==> src/hdl/esc_pkg.sv <==
// Shared types and constants of the environmental sensor compensation block.
package esc_pkg;

	localparam int CFG_IDX_W = 3;
	localparam int DIV_STEPS = 64;

	localparam logic [CFG_IDX_W-1:0] CFG_TEMP_CALIB       = 3'd0;
	localparam logic [CFG_IDX_W-1:0] CFG_PRESS_CALIB_LOW  = 3'd1;
	localparam logic [CFG_IDX_W-1:0] CFG_PRESS_CALIB_HIGH = 3'd2;
	localparam logic [CFG_IDX_W-1:0] CFG_MIXED_CALIB      = 3'd3;
	localparam logic [CFG_IDX_W-1:0] CFG_HUM_CALIB        = 3'd4;

	localparam logic [24:0] PRESS_MAX = 25'h1FFFFFF;
	localparam logic [31:0] HUM_LIMIT = 32'd419430400;

	typedef struct packed {
		logic [15:0] t1;
		logic [15:0] t2;
		logic [15:0] t3;
		logic [15:0] p1;
		logic [15:0] p2;
		logic [15:0] p3;
		logic [15:0] p4;
		logic [15:0] p5;
		logic [15:0] p6;
		logic [15:0] p7;
		logic [15:0] p8;
		logic [15:0] p9;
		logic [7:0]  h1;
		logic [15:0] h2;
		logic [7:0]  h3;
		logic [15:0] h4;
		logic [15:0] h5;
		logic [7:0]  h6;
	} calib_t;

	typedef struct packed {
		logic [19:0] adc_temperature;
		logic [19:0] adc_pressure;
		logic [15:0] adc_humidity;
	} sample_t;

	typedef struct packed {
		logic [63:0] num_mag;
		logic [30:0] den_mag;
		logic        qneg;
		logic        zero;
	} press_op_t;

	typedef struct packed {
		press_op_t   op;
		logic [15:0] temp;
		logic [16:0] hum;
		logic        tclamp;
	} div_in_t;

	typedef struct packed {
		logic [15:0] temperature_centi;
		logic [24:0] pressure_q24_8;
		logic [16:0] humidity_q22_10;
		logic        clamped;
	} result_t;

endpackage

==> src/hdl/esc_cfg.sv <==
// Calibration registers and coefficient unpacking.
module esc_cfg (
	input  logic                           clk,
	input  logic                           arst_n,
	input  logic                           wr_en,
	input  logic [esc_pkg::CFG_IDX_W-1:0]  index,
	input  logic [63:0]                    data,
	output esc_pkg::calib_t                calib
);

	logic [47:0] temp_calib_q;
	logic [63:0] press_calib_low_q;
	logic [63:0] press_calib_high_q;
	logic [47:0] mixed_calib_q;
	logic [39:0] hum_calib_q;

	always_ff @(posedge clk or negedge arst_n) begin
		if (!arst_n) begin
			temp_calib_q       <= '0;
			press_calib_low_q  <= '0;
			press_calib_high_q <= '0;
			mixed_calib_q      <= '0;
			hum_calib_q        <= '0;
		end else if (wr_en) begin
			unique case (index)
				esc_pkg::CFG_TEMP_CALIB:       temp_calib_q       <= data[47:0];
				esc_pkg::CFG_PRESS_CALIB_LOW:  press_calib_low_q  <= data;
				esc_pkg::CFG_PRESS_CALIB_HIGH: press_calib_high_q <= data;
				esc_pkg::CFG_MIXED_CALIB:      mixed_calib_q      <= data[47:0];
				esc_pkg::CFG_HUM_CALIB:        hum_calib_q        <= data[39:0];
				default: ;
			endcase
		end
	end

	assign calib.t1 = temp_calib_q[15:0];
	assign calib.t2 = temp_calib_q[31:16];
	assign calib.t3 = temp_calib_q[47:32];
	assign calib.p1 = press_calib_low_q[15:0];
	assign calib.p2 = press_calib_low_q[31:16];
	assign calib.p3 = press_calib_low_q[47:32];
	assign calib.p4 = press_calib_low_q[63:48];
	assign calib.p5 = press_calib_high_q[15:0];
	assign calib.p6 = press_calib_high_q[31:16];
	assign calib.p7 = press_calib_high_q[47:32];
	assign calib.p8 = press_calib_high_q[63:48];
	assign calib.p9 = mixed_calib_q[15:0];
	assign calib.h1 = mixed_calib_q[23:16];
	assign calib.h2 = mixed_calib_q[39:24];
	assign calib.h3 = mixed_calib_q[47:40];
	assign calib.h4 = hum_calib_q[15:0];
	assign calib.h5 = hum_calib_q[31:16];
	assign calib.h6 = hum_calib_q[39:32];

endmodule

==> config.mk <==
export PLATFORM = sky130hd
export DESIGN_NAME = esc_cfg
export DESIGN_NICKNAME = d
export VERILOG_FILES = /design/src/hdl/esc_pkg.sv /design/src/hdl/esc_cfg.sv
export SDC_FILE = /design/constraint.sdc
export NUM_CORES = 1
export LEC_CHECK = 0
export BUFFER_PORTS_ARGS = -buffer_cell sky130_fd_sc_hd__buf_2
export CAP_MARGIN = 0
export CORE_MARGIN = 2
export CORE_UTILIZATION = 50
export DETAILED_ROUTE_END_ITERATION = 10
export GPL_TIMING_DRIVEN = 0
export HOLD_SLACK_MARGIN = 0.1
export PLACE_DENSITY = 0.79
export SYNTH_ARGS = -nofsm -noshare
export SYNTH_HDL_FRONTEND = slang
export SYNTH_SLANG_ARGS = --single-unit
==> constraint.sdc <==
create_clock -name clk -period 0.85 [get_ports clk]
set_input_delay 0.0425 -clock clk [delete_from_list [all_inputs] [get_ports clk]]
set_output_delay 0.0425 -clock clk [all_outputs]
set_load 0.05 [all_outputs]
==> run_results.csv <==
group,metric,value,unit
power_and_ir_drop,ir_drop,0.00250,V
timing,fmax,0.812,GHz
timing,period_share,1.45,
worst_setup_path,cp_top_family,"flip-flops",
placed_design,dp.final_hpwl,17200,µm
floorplanning,dieHeight,144,µm
worst_setup_path,cp_slowest_stage_delay,0.45,ns
worst_setup_path,worstPathArrival,1.19,ns
finish,fin_util,0.944,
synthesis,syn_inst,561,
timing,setup_tns,-94.61,ns
timing,setup_viol,477,
drt,drtAntennaViolNets,0,
finish,layout_common_cells,"340 x buf_6, 212 x mux2_4, 166 x dfrtp_1",
synthesis,syn-num-nets,631,
power_and_ir_drop,switchingPower,23.2,mW
synthesis,ys_top_cells_by_area,"dfrtp_1 67%, mux2_2 21%, mux2_1 9.1%",
drt,first_iter_violations,587,
timing,skew,0,ns
synthesis,yosys_warnings,0,
finish,drive_gt1_frac,0.796,
clock_network,clk_latency,0.53,ns
power_and_ir_drop,p_per_area,3170,nW/µm²
drt,vias_per_cell,5.68,
placed_design,globalplace.congestion,0.766,
drt,drc_errors,0,
clock_network,cts_buffers,27,
power_and_ir_drop,power,58.1,mW
worst_setup_path,cp_max_fo,2,
timing,hold_viol,210,
finish,syn_to_final_growth,86.3,%
timing,fin_ws,-0.381,ns
placed_design,portBuffers,333,
worst_setup_path,path_cells,"buf_6",
grt,track_usage,0.338,
clock_network,htree_levels,1,
power_and_ir_drop,power_frac_comb,0.451,
worst_setup_path,crit_required,0.81,ns
timing,timing.hold.ws,-0.555,ns
worst_setup_path,worstSetupEndpointType,"output port",
power_and_ir_drop,pwr-share-seq,0.320,
worst_setup_path,critPathLaunchType,"flip-flop",
floorplanning,num_rows,51,
clock_network,clk_pin_slew_worst_paths,0.07,ns
worst_setup_path,path_class,"reg2out",
floorplanning,core,19400,µm²
drt,wl_per_cell,31.0,µm
clock_network,cts_tree,"yes",
timing,rsz0062_at_grt,"yes",
synthesis,synth_area,9830,µm²
finish,layout_commonest_cell,"buf_6",
drt,wl,44600,µm
floorplanning,num_io_pins,334,
drt,firstDrtPassIters,4,
worst_setup_path,crit_slowest_cell,"dfrtp_1",
power_and_ir_drop,internal-power,34.9,mW
status,violations,"hold timing, setup timing",
clock_network,cts_num_sinks,264,
job,maxCapViolCount,0,
hold_path,holdCritPathClass,"in2async",
timing,relSlewSlack,0.558,
power_and_ir_drop,leakage,8.72,nW
floorplanning,die_area,20800,µm²
worst_setup_path,path_buf_inv,1,
timing,min_period,1.23,ns
clock_network,clock_path_buffers,3,
grt,first_global_vias,8214,
grt,grt_pass1_wl,52200,µm
timing,tightest_slew,0.663,ns
power_and_ir_drop,clkPwrFrac,0.229,
grt,grt_max_degree,117,
floorplanning,start_util,0.507,
synthesis,ys_seq_area_frac,0.672,
power_and_ir_drop,p_sw_frac,0.400,
grt,antenna_found_initial,2,
timing,slew_viol_final,0,
synthesis,synth.avg_cell_area,17.5,µm²
drt,vias,8159,
clock_network,cts_root_buffer,"clkbuf_16",
synthesis,synth_cell_types,11,
synthesis,synth_top_cell_by_area,"dfrtp_1",
synthesis,ys_seq_elements,264,
finish,num-nets-final,1220,
status,status,"finished, violations left",
synthesis,synth_top_cell_area_share,0.672,
clock_network,ctsHoldBuffers,64,
grt,grt_remaining_overflow,0,
floorplanning,fp.dieW,144,µm
## registers in the layout, summed over array words and instances (netlist names)
signal,flops
press_calib_low_q,64
press_calib_high_q,64
hum_calib_q,40
mixed_calib_q,48
temp_calib_q,48
## per-layer routing
| layer | part of all wire | vias up | global-route usage |
|---|---|---|---|
| met5 | 0 | - | 0 |
| met4 | 0.069 | 0 | 0.130 |
| met3 | 0.071 | 193 | 0.0897 |
| met2 | 0.51 | 522 | 0.603 |
| met1 | 0.35 | 4270 | 0.391 |
| li1 | - | 3174 | - |
## per-stage QoR
step | cell area (µm²) | setup WS [ns] | cells
after floorplan | 10600 | -0.247 | 561
after detailed placement | 12700 | -0.601 | 1161
final | 18300 | -0.381 | 1437
after global routing | 18300 | -0.382 | 1437
after CTS | 17000 | -0.316 | 1361
after global placement | 12600 | -5.45 | 1159
## cell type report
class / instances / area [µm²]
clock inverters: 9 / 170
fillers: 473 / 1090
diodes: 2 / 5.00
well taps: 265 / 332
repair buffers: 560 / 6000
clock buffers: 40 / 785
multi-input cells: 269 / 3860
flip-flops and latches: 264 / 6730
plain buffers: 28 / 435
## worst reg2reg max path, cell delays in order, from the launching register on
cell     delay, ns
dfrtp_2       0.43
buf_4         0.14
buf_4         0.13
mux2_4        0.29
## logic make-up (layout without fill, tap and decap cells)
kind of cell | count (synthesis) | count (layout) | synth area share
other | 0 | 2 | 0
flip-flops | 264 | 264 | 0.672
multiplexers | 264 | 264 | 0.302
buffers and inverters | 28 | 637 | 0.0194
AND/OR/NAND/NOR | 5 | 5 | 0.00598
## Yosys cell counts
| cell | instances |
|---|---|
| and4bb_1 | 1 |
| and4bb_2 | 1 |
| buf_2 | 11 |
| buf_4 | 15 |
| buf_6 | 2 |
| dfrtp_1 | 264 |
| mux2_1 | 79 |
| mux2_2 | 185 |
| nand4b_1 | 1 |
| nor4b_2 | 1 |
| nor4bb_1 | 1 |
## power by group through the flow
stage,Sequential [mW],Clock (mW),Combinational (mW)
after floorplan,27.0,0,3.27
after global placement,17.0,0,17.4
after detailed placement,17.1,0,17.7
after CTS,17.6,12.9,23.1
after global routing,18.7,13.8,26.7
final,18.6,13.3,26.2
## worst paths after layout
| path | endpoint | startpoint | slack (ns) | cells after the start |
|---|---|---|---|---|
| setup / recovery | calib[127] | press_calib_high_q[23]$_DFFE_PN0P_ | -0.38 | 1 |
| hold reg to reg | hum_calib_q[33]$_DFFE_PN0P_ | hum_calib_q[33]$_DFFE_PN0P_ | 0.54 | 1 |
| min in group clk | temp_calib_q[5]$_DFFE_PN0P_ | index[0] | 0.12 | 4 |
| hold / removal | press_calib_low_q[6]$_DFFE_PN0P_ | arst_n | -0.56 | 1 |
| setup reg to reg | hum_calib_q[16]$_DFFE_PN0P_ | hum_calib_q[16]$_DFFE_PN0P_ | -0.27 | 3 |
| max in group asynchronous | mixed_calib_q[18]$_DFFE_PN0P_ | arst_n | 0.37 | 2 |
## timing repair
item	CTS	global route
buffers inserted	80	98
cloned	7	11
pin swaps	2	2
setup endpoints to repair	339	454
endpoints found under the hold margin	528	225
resized for setup	613	173
Note: power is estimated with default switching activity, not from simulation.
